===== config.mk =====
export PLATFORM = sky130hd
export DESIGN_NAME = vc2_sequence_header_parser
export DESIGN_NICKNAME = d
export VERILOG_FILES = /design/src/hw/rtl/vc2sh_pkg.sv /design/src/hw/rtl/vc2sh_ctrl.sv /design/src/hw/rtl/vc2sh_dpath.sv /design/src/hw/rtl/vc2_sequence_header_parser.sv
export SDC_FILE = /design/constraint.sdc
export NUM_CORES = 1
export LEC_CHECK = 0
export BUFFER_PORTS_ARGS = -buffer_cell sky130_fd_sc_hd__buf_4
export CORE_MARGIN = 2
export CORE_UTILIZATION = 65
export CTS_BUF_LIST = sky130_fd_sc_hd__clkbuf_16
export DETAILED_ROUTE_END_ITERATION = 7
export PLACE_DENSITY = 0.86
export SYNTH_ARGS = -nofsm -noshare
export SYNTH_HDL_FRONTEND = slang
export SYNTH_SLANG_ARGS = --single-unit

===== constraint.sdc =====
create_clock -name clock -period 7.9 [get_ports clock]
set_input_delay 0 -clock clock [delete_from_list [all_inputs] [get_ports clock]]
set_output_delay 0 -clock clock [all_outputs]
set_load 0.02 [all_outputs]

===== src/hw/rtl/vc2sh_pkg.sv =====
// ----------------------------------------------------------------------------
// VC-2 sequence header parser package
// Shared command and status types, result codes, register indexes and the
// base video format size table.
// ----------------------------------------------------------------------------
`default_nettype none

package vc2sh_pkg;

   // Commands from the controller to the datapath
   typedef struct packed {
      logic load;       // take a new header byte into the shift register
      logic bit_step;   // feed the next byte bit to the parser
      logic pad_step;   // feed a padding 1 bit to the parser
      logic emit;       // write the result and restart the parse
   } vc2sh_cmd_type;

   // Status back to the controller
   typedef struct packed {
      logic done;       // parse has reached its end
      logic out_free;   // result register can take a new result
   } vc2sh_stat_type;

   // Result status codes
   localparam logic [1:0] RSP_OK          = 2'd0;
   localparam logic [1:0] RSP_BAD_VERSION = 2'd1;
   localparam logic [1:0] RSP_BAD_FORMAT  = 2'd2;

   // Configuration register indexes
   localparam logic CSR_MAJOR   = 1'b0;
   localparam logic CSR_PROFILE = 1'b1;

   // Configuration reset values
   localparam logic [7:0] MAJOR_RESET   = 8'd2;
   localparam logic [7:0] PROFILE_RESET = 8'd3;

   // Base video format table
   localparam int          FORMAT_COUNT = 23;
   localparam int          SIZE_WIDTH   = 13;

   function automatic logic [SIZE_WIDTH-1:0] fmt_width(input logic [4:0] idx);
      logic [SIZE_WIDTH-1:0] w;
      unique case (idx)
         5'd0:    w = 13'd640;
         5'd1:    w = 13'd176;
         5'd2:    w = 13'd176;
         5'd3:    w = 13'd352;
         5'd4:    w = 13'd352;
         5'd5:    w = 13'd704;
         5'd6:    w = 13'd704;
         5'd7:    w = 13'd720;
         5'd8:    w = 13'd720;
         5'd9:    w = 13'd1280;
         5'd10:   w = 13'd1280;
         5'd11:   w = 13'd1920;
         5'd12:   w = 13'd1920;
         5'd13:   w = 13'd1920;
         5'd14:   w = 13'd1920;
         5'd15:   w = 13'd2048;
         5'd16:   w = 13'd4096;
         5'd17:   w = 13'd3840;
         5'd18:   w = 13'd3840;
         5'd19:   w = 13'd7680;
         5'd20:   w = 13'd7680;
         5'd21:   w = 13'd1920;
         5'd22:   w = 13'd720;
         default: w = 13'd0;
      endcase
      return w;
   endfunction

   function automatic logic [SIZE_WIDTH-1:0] fmt_height(input logic [4:0] idx);
      logic [SIZE_WIDTH-1:0] h;
      unique case (idx)
         5'd0:    h = 13'd480;
         5'd1:    h = 13'd120;
         5'd2:    h = 13'd144;
         5'd3:    h = 13'd240;
         5'd4:    h = 13'd288;
         5'd5:    h = 13'd480;
         5'd6:    h = 13'd576;
         5'd7:    h = 13'd480;
         5'd8:    h = 13'd576;
         5'd9:    h = 13'd720;
         5'd10:   h = 13'd720;
         5'd11:   h = 13'd1080;
         5'd12:   h = 13'd1080;
         5'd13:   h = 13'd1080;
         5'd14:   h = 13'd1080;
         5'd15:   h = 13'd1080;
         5'd16:   h = 13'd2160;
         5'd17:   h = 13'd2160;
         5'd18:   h = 13'd2160;
         5'd19:   h = 13'd4320;
         5'd20:   h = 13'd4320;
         5'd21:   h = 13'd1080;
         5'd22:   h = 13'd486;
         default: h = 13'd0;
      endcase
      return h;
   endfunction

endpackage

`default_nettype wire


===== src/hw/rtl/vc2sh_ctrl.sv =====
// ----------------------------------------------------------------------------
// VC-2 sequence header parser controller
// Sequences the byte handshake, the eight bit steps of each byte, the
// padding bits after the last byte and the hand-off of the result.
// ----------------------------------------------------------------------------
`default_nettype none

module vc2sh_ctrl (
   input  wire                       clock,
   input  wire                       reset,
   input  wire                       req_tvalid,
   output logic                      req_tready,
   input  wire                       req_tlast,
   input  vc2sh_pkg::vc2sh_stat_type stat,
   output vc2sh_pkg::vc2sh_cmd_type  cmd
);
   import vc2sh_pkg::*;

   typedef enum logic [1:0] {
      S_IDLE,
      S_BITS,
      S_PAD,
      S_EMIT
   } state_type;

   state_type  state_ff, state_in;
   logic [2:0] cnt_ff, cnt_in;
   logic       last_ff, last_in;

   // Decode commands and next state
   always_comb begin
      state_in   = state_ff;
      cnt_in     = cnt_ff;
      last_in    = last_ff;
      req_tready = 1'b0;
      cmd        = '0;
      unique case (state_ff)
         S_IDLE: begin
            req_tready = 1'b1;
            if (req_tvalid) begin
               cmd.load = 1'b1;
               last_in  = req_tlast;
               cnt_in   = 3'd0;
               state_in = S_BITS;
            end
         end
         S_BITS: begin
            cmd.bit_step = 1'b1;
            cnt_in       = cnt_ff + 3'd1;
            if (cnt_ff == 3'd7) begin
               if (last_ff) begin
                  state_in = S_PAD;
               end else begin
                  // take the next beat while the final bit goes in
                  req_tready = 1'b1;
                  if (req_tvalid) begin
                     cmd.load = 1'b1;
                     last_in  = req_tlast;
                     state_in = S_BITS;
                  end else begin
                     state_in = S_IDLE;
                  end
               end
            end
         end
         S_PAD: begin
            if (stat.done) begin
               state_in = S_EMIT;
            end else begin
               cmd.pad_step = 1'b1;
            end
         end
         S_EMIT: begin
            if (stat.out_free) begin
               cmd.emit = 1'b1;
               state_in = S_IDLE;
            end
         end
      endcase
   end

   // Hold state
   always_ff @(posedge clock) begin
      if (reset) begin
         state_ff <= S_IDLE;
         cnt_ff   <= 3'd0;
         last_ff  <= 1'b0;
      end else begin
         state_ff <= state_in;
         cnt_ff   <= cnt_in;
         last_ff  <= last_in;
      end
   end

`ifndef SYNTHESIS
   a_emit_free: assert property (@(posedge clock) disable iff (reset)
      cmd.emit |-> stat.out_free)
      else $error("result written while result register full");
   a_pad_open: assert property (@(posedge clock) disable iff (reset)
      cmd.pad_step |-> !stat.done)
      else $error("padding bit issued after parse end");
`endif

endmodule

`default_nettype wire


===== src/hw/rtl/vc2sh_dpath.sv =====
// ----------------------------------------------------------------------------
// VC-2 sequence header parser datapath
// Bit-serial exp-Golomb decoder and field sequencer, frame size registers,
// format table lookup and the result payload register.
// ----------------------------------------------------------------------------
`default_nettype none

module vc2sh_dpath #(
   parameter int VALUE_WIDTH = 32
) (
   input  wire                      clock,
   input  wire                      reset,
   input  vc2sh_pkg::vc2sh_cmd_type cmd,
   input  wire  [7:0]               header_byte,
   input  wire  [7:0]               required_major,
   input  wire  [7:0]               required_profile,
   output logic                     done,
   output logic [1:0]               rsp_status,
   output logic [31:0]              rsp_width,
   output logic [31:0]              rsp_height,
   output logic                     rsp_interlaced
);
   import vc2sh_pkg::*;

   localparam logic [VALUE_WIDTH-1:0] ONE = {{(VALUE_WIDTH-1){1'b0}}, 1'b1};

   typedef enum logic [5:0] {
      P_MAJOR, P_MINOR, P_PROFILE, P_LEVEL, P_FORMAT,
      P_CUSTOM, P_CUST_W, P_CUST_H,
      P_FLAG_A, P_SKIP_A, P_FLAG_B, P_SKIP_B,
      P_FLAG_C, P_SEL_C, P_SKIP_C,
      P_FLAG_D, P_SEL_D, P_SKIP_D,
      P_FLAG_E, P_SKIP_E,
      P_FLAG_F, P_SEL_F, P_SKIP_F,
      P_FLAG_G, P_SEL_G,
      P_SUB1, P_SKIP_S1, P_SUB2, P_SKIP_S2, P_SUB3, P_SKIP_S3,
      P_MODE, P_DONE
   } step_type;

   step_type               step_ff, step_in;
   logic [7:0]             shift_ff, shift_in;
   logic [VALUE_WIDTH-1:0] acc_ff, acc_in;
   logic [2:0]             skip_ff, skip_in;
   logic [VALUE_WIDTH-1:0] width_ff, width_in;
   logic [VALUE_WIDTH-1:0] height_ff, height_in;
   logic                   fmt_bad_ff, fmt_bad_in;
   logic                   done_ff, done_in;
   logic                   data_ff, data_in;
   logic                   ver_bad_ff, ver_bad_in;
   logic                   ilace_ff, ilace_in;
   logic [1:0]             status_ff, status_in;
   logic [31:0]            rwidth_ff, rwidth_in;
   logic [31:0]            rheight_ff, rheight_in;
   logic                   rilace_ff, rilace_in;

   logic                   bit_val;
   logic                   is_flag;
   logic [VALUE_WIDTH-1:0] val;
   logic                   val_zero;
   logic                   fmt_ok;
   step_type               skip_next;
   logic [VALUE_WIDTH-1:0] half_h;
   logic [VALUE_WIDTH+31:0] w_ext;
   logic [VALUE_WIDTH+31:0] h_ext;

   assign bit_val  = cmd.pad_step | shift_ff[7];
   assign val      = acc_ff - ONE;
   assign val_zero = (val == '0);
   assign fmt_ok   = (val[VALUE_WIDTH-1:5] == '0) && (val[4:0] < 5'(FORMAT_COUNT));
   assign is_flag  = (step_ff == P_CUSTOM) || (step_ff == P_FLAG_A) ||
                     (step_ff == P_FLAG_B) || (step_ff == P_FLAG_C) ||
                     (step_ff == P_FLAG_D) || (step_ff == P_FLAG_E) ||
                     (step_ff == P_FLAG_F) || (step_ff == P_FLAG_G) ||
                     (step_ff == P_SUB1)   || (step_ff == P_SUB2)   ||
                     (step_ff == P_SUB3);
   assign half_h   = ilace_ff ? (height_ff >> 1) : height_ff;
   assign w_ext    = {32'd0, width_ff};
   assign h_ext    = {32'd0, half_h};

   // Field that follows the end of each skip run
   always_comb begin
      unique case (step_ff)
         P_SKIP_A:  skip_next = P_FLAG_B;
         P_SKIP_B:  skip_next = P_FLAG_C;
         P_SKIP_C:  skip_next = P_FLAG_D;
         P_SKIP_D:  skip_next = P_FLAG_E;
         P_SKIP_E:  skip_next = P_FLAG_F;
         P_SKIP_F:  skip_next = P_FLAG_G;
         P_SKIP_S1: skip_next = P_SUB2;
         P_SKIP_S2: skip_next = P_SUB3;
         default:   skip_next = P_MODE;
      endcase
   end

   // Parse one bit, load bytes, write the result
   always_comb begin
      step_in    = step_ff;
      shift_in   = shift_ff;
      acc_in     = acc_ff;
      skip_in    = skip_ff;
      width_in   = width_ff;
      height_in  = height_ff;
      fmt_bad_in = fmt_bad_ff;
      done_in    = done_ff;
      data_in    = data_ff;
      ver_bad_in = ver_bad_ff;
      ilace_in   = ilace_ff;
      status_in  = status_ff;
      rwidth_in  = rwidth_ff;
      rheight_in = rheight_ff;
      rilace_in  = rilace_ff;

      if (cmd.load) begin
         shift_in = header_byte;
      end else if (cmd.bit_step) begin
         shift_in = {shift_ff[6:0], 1'b0};
      end

      if ((cmd.bit_step || cmd.pad_step) && !done_ff) begin
         if (is_flag) begin
            // flag bits branch directly
            unique case (step_ff)
               P_CUSTOM: step_in = bit_val ? P_CUST_W : P_FLAG_A;
               P_FLAG_A: begin
                  if (bit_val) begin
                     skip_in = 3'd1;
                     step_in = P_SKIP_A;
                  end else begin
                     step_in = P_FLAG_B;
                  end
               end
               P_FLAG_B: begin
                  if (bit_val) begin
                     skip_in = 3'd1;
                     step_in = P_SKIP_B;
                  end else begin
                     step_in = P_FLAG_C;
                  end
               end
               P_FLAG_C: step_in = bit_val ? P_SEL_C : P_FLAG_D;
               P_FLAG_D: step_in = bit_val ? P_SEL_D : P_FLAG_E;
               P_FLAG_E: begin
                  if (bit_val) begin
                     skip_in = 3'd4;
                     step_in = P_SKIP_E;
                  end else begin
                     step_in = P_FLAG_F;
                  end
               end
               P_FLAG_F: step_in = bit_val ? P_SEL_F : P_FLAG_G;
               P_FLAG_G: step_in = bit_val ? P_SEL_G : P_MODE;
               P_SUB1: begin
                  if (bit_val) begin
                     skip_in = 3'd1;
                     step_in = P_SKIP_S1;
                  end else begin
                     step_in = P_SUB2;
                  end
               end
               P_SUB2: begin
                  if (bit_val) begin
                     skip_in = 3'd1;
                     step_in = P_SKIP_S2;
                  end else begin
                     step_in = P_SUB3;
                  end
               end
               P_SUB3: begin
                  if (bit_val) begin
                     skip_in = 3'd1;
                     step_in = P_SKIP_S3;
                  end else begin
                     step_in = P_MODE;
                  end
               end
               default: ;
            endcase
         end else if (data_ff) begin
            // shift in a data bit of the current value
            acc_in  = {acc_ff[VALUE_WIDTH-2:0], bit_val};
            data_in = 1'b0;
         end else if (bit_val) begin
            // terminator: the value is complete
            acc_in = ONE;
            unique case (step_ff)
               P_MAJOR: begin
                  if (val != {{(VALUE_WIDTH-8){1'b0}}, required_major}) begin
                     ver_bad_in = 1'b1;
                  end
                  step_in = P_MINOR;
               end
               P_MINOR: step_in = P_PROFILE;
               P_PROFILE: begin
                  if (val != {{(VALUE_WIDTH-8){1'b0}}, required_profile}) begin
                     ver_bad_in = 1'b1;
                  end
                  step_in = P_LEVEL;
               end
               P_LEVEL: begin
                  if (ver_bad_ff) begin
                     step_in = P_DONE;
                     done_in = 1'b1;
                  end else begin
                     step_in = P_FORMAT;
                  end
               end
               P_FORMAT: begin
                  if (fmt_ok) begin
                     width_in   = {{(VALUE_WIDTH-SIZE_WIDTH){1'b0}}, fmt_width(val[4:0])};
                     height_in  = {{(VALUE_WIDTH-SIZE_WIDTH){1'b0}}, fmt_height(val[4:0])};
                     fmt_bad_in = 1'b0;
                  end else begin
                     width_in   = '0;
                     height_in  = '0;
                     fmt_bad_in = 1'b1;
                  end
                  step_in = P_CUSTOM;
               end
               P_CUST_W: begin
                  width_in = val;
                  step_in  = P_CUST_H;
               end
               P_CUST_H: begin
                  height_in  = val;
                  fmt_bad_in = 1'b0;
                  step_in    = P_FLAG_A;
               end
               P_SEL_C: begin
                  if (val_zero) begin
                     skip_in = 3'd2;
                     step_in = P_SKIP_C;
                  end else begin
                     step_in = P_FLAG_D;
                  end
               end
               P_SEL_D: begin
                  if (val_zero) begin
                     skip_in = 3'd2;
                     step_in = P_SKIP_D;
                  end else begin
                     step_in = P_FLAG_E;
                  end
               end
               P_SEL_F: begin
                  if (val_zero) begin
                     skip_in = 3'd4;
                     step_in = P_SKIP_F;
                  end else begin
                     step_in = P_FLAG_G;
                  end
               end
               P_SEL_G: step_in = val_zero ? P_SUB1 : P_MODE;
               P_MODE: begin
                  ilace_in = !val_zero;
                  step_in  = P_DONE;
                  done_in  = 1'b1;
               end
               P_SKIP_A, P_SKIP_B, P_SKIP_C, P_SKIP_D, P_SKIP_E,
               P_SKIP_F, P_SKIP_S1, P_SKIP_S2, P_SKIP_S3: begin
                  if (skip_ff > 3'd1) begin
                     skip_in = skip_ff - 3'd1;
                  end else begin
                     skip_in = 3'd0;
                     step_in = skip_next;
                  end
               end
               default: begin
                  step_in = P_DONE;
                  done_in = 1'b1;
               end
            endcase
         end else begin
            data_in = 1'b1;
         end
      end

      if (cmd.emit) begin
         // write the result, then restart the parse
         if (ver_bad_ff) begin
            status_in  = RSP_BAD_VERSION;
            rwidth_in  = 32'd0;
            rheight_in = 32'd0;
            rilace_in  = 1'b0;
         end else if (fmt_bad_ff) begin
            status_in  = RSP_BAD_FORMAT;
            rwidth_in  = 32'd0;
            rheight_in = 32'd0;
            rilace_in  = 1'b0;
         end else begin
            status_in  = RSP_OK;
            rwidth_in  = w_ext[31:0];
            rheight_in = h_ext[31:0];
            rilace_in  = ilace_ff;
         end
         step_in    = P_MAJOR;
         acc_in     = ONE;
         skip_in    = 3'd0;
         width_in   = '0;
         height_in  = '0;
         fmt_bad_in = 1'b0;
         done_in    = 1'b0;
         data_in    = 1'b0;
         ver_bad_in = 1'b0;
         ilace_in   = 1'b0;
      end
   end

   // Hold parse state and payload
   always_ff @(posedge clock) begin
      if (reset) begin
         step_ff    <= P_MAJOR;
         acc_ff     <= ONE;
         skip_ff    <= 3'd0;
         width_ff   <= '0;
         height_ff  <= '0;
         fmt_bad_ff <= 1'b0;
         done_ff    <= 1'b0;
         data_ff    <= 1'b0;
         ver_bad_ff <= 1'b0;
         ilace_ff   <= 1'b0;
      end else begin
         step_ff    <= step_in;
         acc_ff     <= acc_in;
         skip_ff    <= skip_in;
         width_ff   <= width_in;
         height_ff  <= height_in;
         fmt_bad_ff <= fmt_bad_in;
         done_ff    <= done_in;
         data_ff    <= data_in;
         ver_bad_ff <= ver_bad_in;
         ilace_ff   <= ilace_in;
      end
      shift_ff   <= shift_in;
      status_ff  <= status_in;
      rwidth_ff  <= rwidth_in;
      rheight_ff <= rheight_in;
      rilace_ff  <= rilace_in;
   end

   assign done           = done_ff;
   assign rsp_status     = status_ff;
   assign rsp_width      = rwidth_ff;
   assign rsp_height     = rheight_ff;
   assign rsp_interlaced = rilace_ff;

`ifndef SYNTHESIS
   a_emit_done: assert property (@(posedge clock) disable iff (reset)
      cmd.emit |-> done_ff)
      else $error("result written before parse end");
   a_done_holds: assert property (@(posedge clock) disable iff (reset)
      (done_ff && !cmd.emit) |=> $stable(step_ff))
      else $error("parse step moved after parse end");
`endif

endmodule

`default_nettype wire


===== src/hw/rtl/vc2_sequence_header_parser.sv =====
// Each header byte goes through the bit-serial decoder one bit per cycle;
// the next byte of a stream is taken while the final bit goes in.
// After the last byte, padding bits go in until the parse ends, then the
// result moves into the output register once that register is free.
// Reset is synchronous and active high; it restores the parse state and sets
// required_major to 2 and required_profile to 3.
// ----------------------------------------------------------------------------
// VC-2 sequence header parser
// Parses a sequence header byte stream and returns frame size, interlace
// and a status code once per header.
// ----------------------------------------------------------------------------
`default_nettype none

module vc2_sequence_header_parser #(
   parameter int VALUE_WIDTH = 32
) (
   input  wire         clock,
   input  wire         reset,
   // input channel
   input  wire         req_tvalid,
   output logic        req_tready,
   input  wire  [7:0]  req_tdata,   // [7:0] header_byte
   input  wire         req_tlast,   // last_byte
   // result channel
   output logic        rsp_tvalid,
   input  wire         rsp_tready,
   output logic [71:0] rsp_tdata,   // [31:0] frame_width, [63:32] frame_height,
                                    // [64] interlaced, [71:65] zero
   output logic [1:0]  rsp_tuser,   // [1:0] status
   // configuration port
   input  wire         csr_we,
   input  wire         csr_addr,
   input  wire  [7:0]  csr_wdata
);
   import vc2sh_pkg::*;

   vc2sh_cmd_type  cmd;
   vc2sh_stat_type stat;
   logic           done;
   logic           rsp_valid_ff, rsp_valid_in;
   logic [7:0]     major_ff, major_in;
   logic [7:0]     profile_ff, profile_in;
   logic [1:0]     rsp_status;
   logic [31:0]    rsp_width;
   logic [31:0]    rsp_height;
   logic           rsp_interlaced;

   // Write configuration registers
   always_comb begin
      major_in   = major_ff;
      profile_in = profile_ff;
      if (csr_we) begin
         unique case (csr_addr)
            CSR_MAJOR:   major_in   = csr_wdata;
            CSR_PROFILE: profile_in = csr_wdata;
         endcase
      end
   end

   // Track the result register
   always_comb begin
      rsp_valid_in = rsp_valid_ff;
      if (cmd.emit) begin
         rsp_valid_in = 1'b1;
      end else if (rsp_tready) begin
         rsp_valid_in = 1'b0;
      end
   end

   always_ff @(posedge clock) begin
      if (reset) begin
         major_ff     <= MAJOR_RESET;
         profile_ff   <= PROFILE_RESET;
         rsp_valid_ff <= 1'b0;
      end else begin
         major_ff     <= major_in;
         profile_ff   <= profile_in;
         rsp_valid_ff <= rsp_valid_in;
      end
   end

   assign stat.done     = done;
   assign stat.out_free = !rsp_valid_ff || rsp_tready;

   vc2sh_ctrl u_ctrl (
      .clock      (clock),
      .reset      (reset),
      .req_tvalid (req_tvalid),
      .req_tready (req_tready),
      .req_tlast  (req_tlast),
      .stat       (stat),
      .cmd        (cmd)
   );

   vc2sh_dpath #(
      .VALUE_WIDTH (VALUE_WIDTH)
   ) u_dpath (
      .clock            (clock),
      .reset            (reset),
      .cmd              (cmd),
      .header_byte      (req_tdata),
      .required_major   (major_ff),
      .required_profile (profile_ff),
      .done             (done),
      .rsp_status       (rsp_status),
      .rsp_width        (rsp_width),
      .rsp_height       (rsp_height),
      .rsp_interlaced   (rsp_interlaced)
   );

   assign rsp_tvalid = rsp_valid_ff;
   assign rsp_tdata  = {7'd0, rsp_interlaced, rsp_height, rsp_width};
   assign rsp_tuser  = rsp_status;

`ifndef SYNTHESIS
   a_valid_from_emit: assert property (@(posedge clock) disable iff (reset)
      $rose(rsp_valid_ff) |-> $past(cmd.emit))
      else $error("result valid without a written result");
`endif

endmodule

`default_nettype wire


* Yosys cells after proc, flatten, opt, wreduce, memory -nomap -nowiden *
Memory sizes are Yosys's and may differ from the RTL's. A register that Yosys moved wholly into a read port is not among the register bits.
Cells that the tools add are included.

storage, ports and cells
  ROM bits = 832
  register bits = 208
  word-level logic and storage cells = 220
  memories kept = 3
  input port bits = 23

cells by class
  mux-type cells = 82
  bitwise logic cells = 5
  equal/unequal tests = 52
  magnitude comparators = 2
  reductions and logical operators = 51
  add/subtract/negate cells = 3

memories
  memory            words  width  rd ports  clocked after memory_dff  wr ports  RTL line           source
  (name not given)  32     12     1         0                         0         vc2sh_pkg.sv:74    unique case (idx)
  (name not given)  32     9      1         0                         0         vc2sh_pkg.sv:43    unique case (idx)
  (name not given)  32     5      1         1                         0         vc2sh_dpath.sv:82  unique case (step_ff)

operator list
  operator                 count
  $pmux W32 S2             2
  $eq A6 B5 Y1 const B     16
  $pmux W6 S12             1
  $pmux W6 S11             1
  $mux W32                 2
  $ne A32 B8 Y1            2
  $eq A6 B4 Y1 const B     8
  $mux W3                  13
  $mux W6                  6
  $logic_not A32 Y1        1
  $sub A32 B1 Y32 const B  1
  $mux W31                 1
  $mux W1                  28
  $logic_not A27 Y1        1
  $mux W13                 2
  $eq A6 B3 Y1 const B     4
  $mux W2                  11
  $reduce_and A5 Y1        4
  $reduce_or A19 Y1        1
  $mux W8                  2
  $reduce_bool A2 Y1       8
  $ne A2 B1 Y1 const B     7
  $eq A6 B2 Y1 const B     2
  $logic_or A1 B1 Y1       12
  36 further kinds         59

* Depth between registers and ports, before layout *
  depth in word-level cells = 15
  gate-level depth with buffers = 13
  mapped depth without buffers = 11

* By module *
Synthesis repeated with hierarchy kept, for this count alone.

second synthesis, totals
  cells, all modules = 1208
  area, all modules = 11090.6 um^2

modules (own cells, without submodules)
  module                      times used  seq. area each (um^2)  area each (um^2)  cells an instance
  vc2sh_dpath                 1           4554.4                 9958.3            1092
  vc2_sequence_header_parser  1           340.3                  779.5             77
  vc2sh_ctrl                  1           120.1                  352.8             39

* Worst setup path after synthesis *
No wires, ideal clock.

  kind = register -> register
  start = reg with a tool-made name
  end = reg u_dpath.acc_ff[24]
  slack = 4.296 ns
  path buffers = 4
  setup time = 0.117 ns
  required time = 7.783 ns
  cell stages (with the launch flop) = 9
  period minus slack after synthesis = 3.604 ns
  arrival = 3.487 ns
  cell sequence = dfxtp_1 > clkbuf_1 > and3_1 > or2_2 > clkbuf_1 > nor2_1 > clkbuf_1 > buf_1 > a22o_1

RTL lines
  item                    RTL line            source
  end signal: assignment  vc2sh_dpath.sv:323  acc_ff <= acc_in;
  end: declaration        vc2sh_dpath.sv:42   logic [VALUE_WIDTH-1:0] acc_ff, acc_in;

* Worst setup path after layout *
  start = reg u_dpath.acc_ff[0]
  end = reg u_dpath.height_ff[1]

between the ends
  longest elaborated chain between the ends = 5

ends and longest elaborated chain
  item                                                                     RTL line            source
  $sub A32 B1 Y32 (*)                                                      vc2sh_dpath.sv:67   assign val = acc_ff - ONE;
  parallel branches: the longest is 3 deep, another holds $mem_v2 Z32 W12  n/a
  $pmux W32 S2 (*)                                                         vc2sh_dpath.sv:185  unique case (step_ff)
  end signal: assignment                                                   vc2sh_dpath.sv:326  height_ff <= height_in;
  end: declaration                                                         vc2sh_dpath.sv:45   logic [VALUE_WIDTH-1:0] height_ff, height_in;

Mark *: on every way between the ends.
A chain may end at the register's enable or synchronous reset.

==> results.sh <==
export IMPL_grt_pass1_vias=9025
export IMPL_relSlewSlack_pct=34.4
export IMPL_die_area_mm2=0.0180
export IMPL_fmax_ghz=0.233
export IMPL_synth_xor_area_share_pct=4.14
export IMPL_die_h_um=134
export IMPL_rsz0062_at_grt="false"
export IMPL_numPortBuffers=91
export IMPL_clock_sinks=213
export IMPL_p_seq_share_pct=46.2
export IMPL_grtUsageTotal_pct=34.6
export IMPL_dp_hpwl_um=20100
export IMPL_via_count=9816
export IMPL_synth_top_area_cell="dfxtp_1"
export IMPL_initial_core_util_pct=66.3
export IMPL_ys_warn_count=0
export IMPL_final_hold_viol_count=0
export IMPL_period_needed_ps=4280
export IMPL_ant_nets=0
export IMPL_final_core_util_pct=77.2
export IMPL_clkLatencyLatePin_ps=510
export IMPL_grt_max_degree=70
export IMPL_p_leak_nw=4.89
export IMPL_critPathArrivalTime_ps=4730
export IMPL_cp_max_fo=18
export IMPL_switching_power_mw=0.659
export IMPL_htree_levels=1
export IMPL_clockBufferDepth=3
export IMPL_drt_iter0_markers=1146
export IMPL_viasPerCell=6.46
export IMPL_grt_overflow=0
export IMPL_clk_pin_slew_worst_paths_ps=60
export IMPL_ir_drop_mv=0.216
export IMPL_synth_top_area_share_pct=25.1
export IMPL_internal_power_mw=1.87
export IMPL_routed_wl_um=31600
export IMPL_die_x_um=134
export IMPL_ios=99
export IMPL_setup_violations=0
export IMPL_cts_tree="built"
export IMPL_synth_top_family_by_area="simple AND/OR/NAND/NOR gates"
export IMPL_sw_frac_of_total_pct=26.0
export IMPL_min_period_over_period_pct=54.2
export IMPL_post_route_drc_count=0
export IMPL_avgSynthCellArea_um2=9.12
export IMPL_fin_nets=1318
export IMPL_synth_area_mm2=0.0110
export IMPL_share_comb_of_total_power_pct=12.4
export IMPL_synth_compound_area_share_pct=19.1
export IMPL_wl_per_cell_um=20.8
export IMPL_ys_top_cells_by_area="dfxtp_1, edfxtp_1, nor2_1"
export IMPL_antenna_found_initial=0
export IMPL_row_count=47
export IMPL_drt_pass1_iterations=6
export IMPL_critPathKind="flop to flop"
export IMPL_slew_viol_final=0
export IMPL_p_per_area_mw_per_mm2=198
export IMPL_clockPowerShare_pct=41.4
export IMPL_synth_cell_types=95
export IMPL_totalNegativeSetupSlack_ps=0
export IMPL_cts_inserted_buffers=22
export IMPL_status="finished clean"
export IMPL_crit_path_end_kind="flop"
export IMPL_core_area_mm2=0.0166
export IMPL_maxCapViolations=0
export IMPL_synthArstFlopShare_pct=0
export IMPL_syn_to_final_growth_pct=16.4
export IMPL_postCtsSetupBuffers=0
export IMPL_grt_first_pass_wirelength_um=49200
export IMPL_ys_seq_area_share_pct=45.6
export IMPL_yosys_area_share_simple_pct=21.2
export IMPL_antennaDiodeCount=0
export IMPL_drive_gt1_share_pct=14.8
export IMPL_ys_ff_latch=213
export IMPL_netlist_instances=1206
export IMPL_synth_edf_count=75
export IMPL_synth_fa_ha_area_share_pct=1.25
export IMPL_required_ps=8340
export IMPL_min_path_type="input pin to flop"
export IMPL_tightestPinTransition_ps=985
export IMPL_fillers=1075
export IMPL_place_congestion=1.01
export IMPL_synth_ff_type="dfxtp_1"
export IMPL_clock_skew_ps=20.6
export IMPL_cts_root_buf="clkbuf_16"
export IMPL_startpoint_type="flop"
export IMPL_synth_mux_area_share_pct=4.30
logic make-up after synthesis:
logic type	Yosys count
AND/OR/NAND/NOR	462
AO/OA/AOI/OAI	307
flip-flops	213
buffers and inverters	115
XOR/XNOR	52
multiplexers	45
adder cells (fa/ha/maj)	11
other	1
cells in the mapped netlist, drive strengths merged, types with 7 or more instances:
library cell and n:
inv 16, or3 11, a21oi 80, edfxtp 75, o22ai 11, ha 11, a22oi 48, nand3 24
buf 23, nor3 23, clkbuf 75, o21ai 56, nor2 164, nor2b 12, nand2 97, mux2i 36
and2 43, o31ai 7, or2 7, dfxtp 138, nand4 11, mux2 8, xor2 17, nand2b 17
a22o 31, xnor2 35, a211oi 7, nor4 21
area by class of cell:
class | count | area, um2 | share of cell area (%)
Multi-Input combinational cell | 884 | 5520 | 43.1
Sequential cell | 213 | 5020 | 39.2
Timing Repair Buffer | 146 | 1180 | 9.25
Clock buffer | 24 | 601 | 4.69
Tap cell | 220 | 275 | 2.15
Clock inverter | 16 | 139 | 1.08
Inverter | 17 | 63.8 | 0.498
power groups by stage:
stage | logic [mW] | registers (mW) | clock network, mW
floorplan | 0.212 | 1.18 | 0
global placement | 0.280 | 1.19 | 0
detailed placement | 0.281 | 1.19 | 0
CTS | 0.297 | 1.17 | 1.04
global route | 0.336 | 1.17 | 1.10
finish | 0.314 | 1.17 | 1.05
worst max-delay path, cell delays in order (launching register included):
cell and delay [ps]:
dfxtp_1 540, inv_1 270, ha_1 320, nor3b_4 370, nand4_1 430, xnor2_1 310, a2111oi_1 510, nand4b_2 390
nor3_2 590, nand4_1 160, nand2_1 130, o221a_2 200
flip-flops by register name, indices dropped and copies added, names as in the netlist, 2 cells and up, named ones only:
name	cells
u_dpath.step_ff	6
profile_ff	8
u_dpath.acc_ff	32
u_dpath.skip_ff	3
u_dpath.height_ff	32
u_dpath.rsp_width	32
u_dpath.rsp_height	32
major_ff	8
u_ctrl.cnt_ff	3
u_dpath.rsp_status	2
u_dpath.shift_ff	8
u_dpath.width_ff	32
final timing paths:
| check | start | to | slack [ps] | depth (start not counted) |
|---|---|---|---|---|
| min reg2reg | u_dpath.width_ff[21] | u_dpath.width_ff[21] | 500 | 2 |
| max | u_dpath.acc_ff[0] | u_dpath.height_ff[1] | 3620 | 11 |
| max reg2reg | u_dpath.acc_ff[0] | u_dpath.height_ff[1] | 3620 | 11 |
| min | csr_wdata[0] | major_ff[0] | 320 | 4 |
per-layer routing:
metal / vias to the layer above / wire, um / GRT usage, %
li1: 4506 / - / -
met5: - / 0 / 0
met1: 4634 / 12500 / 47.1
met3: 86 / 3530 / 7.79
met4: 0 / 960 / 10.6
met2: 590 / 14600 / 55.6
placed cells by master (no fill, tap or decap), types with 6 or more instances in the layout:
master           n
a211oi_1         6
a21o_1           6
a21oi_1         77
a22o_1          31
a22oi_1         48
a31oi_1          6
and2_1          43
buf_4          111
clkbuf_16       24
conb_1           7
dfxtp_1        137
dlygate4sd3_1   35
edfxtp_1        75
ha_1            11
inv_1           21
mux2_2           8
mux2i_1         36
nand2_1         97
nand2b_1        17
nand3_1         24
nand3b_1         6
nand4_1         10
nor2_1         164
nor2b_1         12
nor3_1          19
nor4_1          16
o211ai_1         6
o21ai_0         55
o22ai_1         11
o31ai_1          7
or3_1           10
xnor2_1         35
xor2_1          17
through the flow:
step	total power, mW	setup slack [ps]	instances	hold slack (ps)	instance area (um2)
after floorplan	1.39	4300	1212	106	11000
after global placement	1.47	3900	1445	222	11700
after detailed placement	1.47	3820	1445	225	11700
after CTS	2.51	3730	1520	265	12800
after global routing	2.60	3210	1520	328	12800
final	2.53	3620	1520	317	12800
what timing repair did:
item / in CTS / in global routing
hold buffers: 35 / 0
gates resized for setup: 0 / 0
endpoints found under the hold margin: 31 / 0
setup endpoints to repair: 0 / 0
No activity file was read; power rests on OpenSTA's default activity.
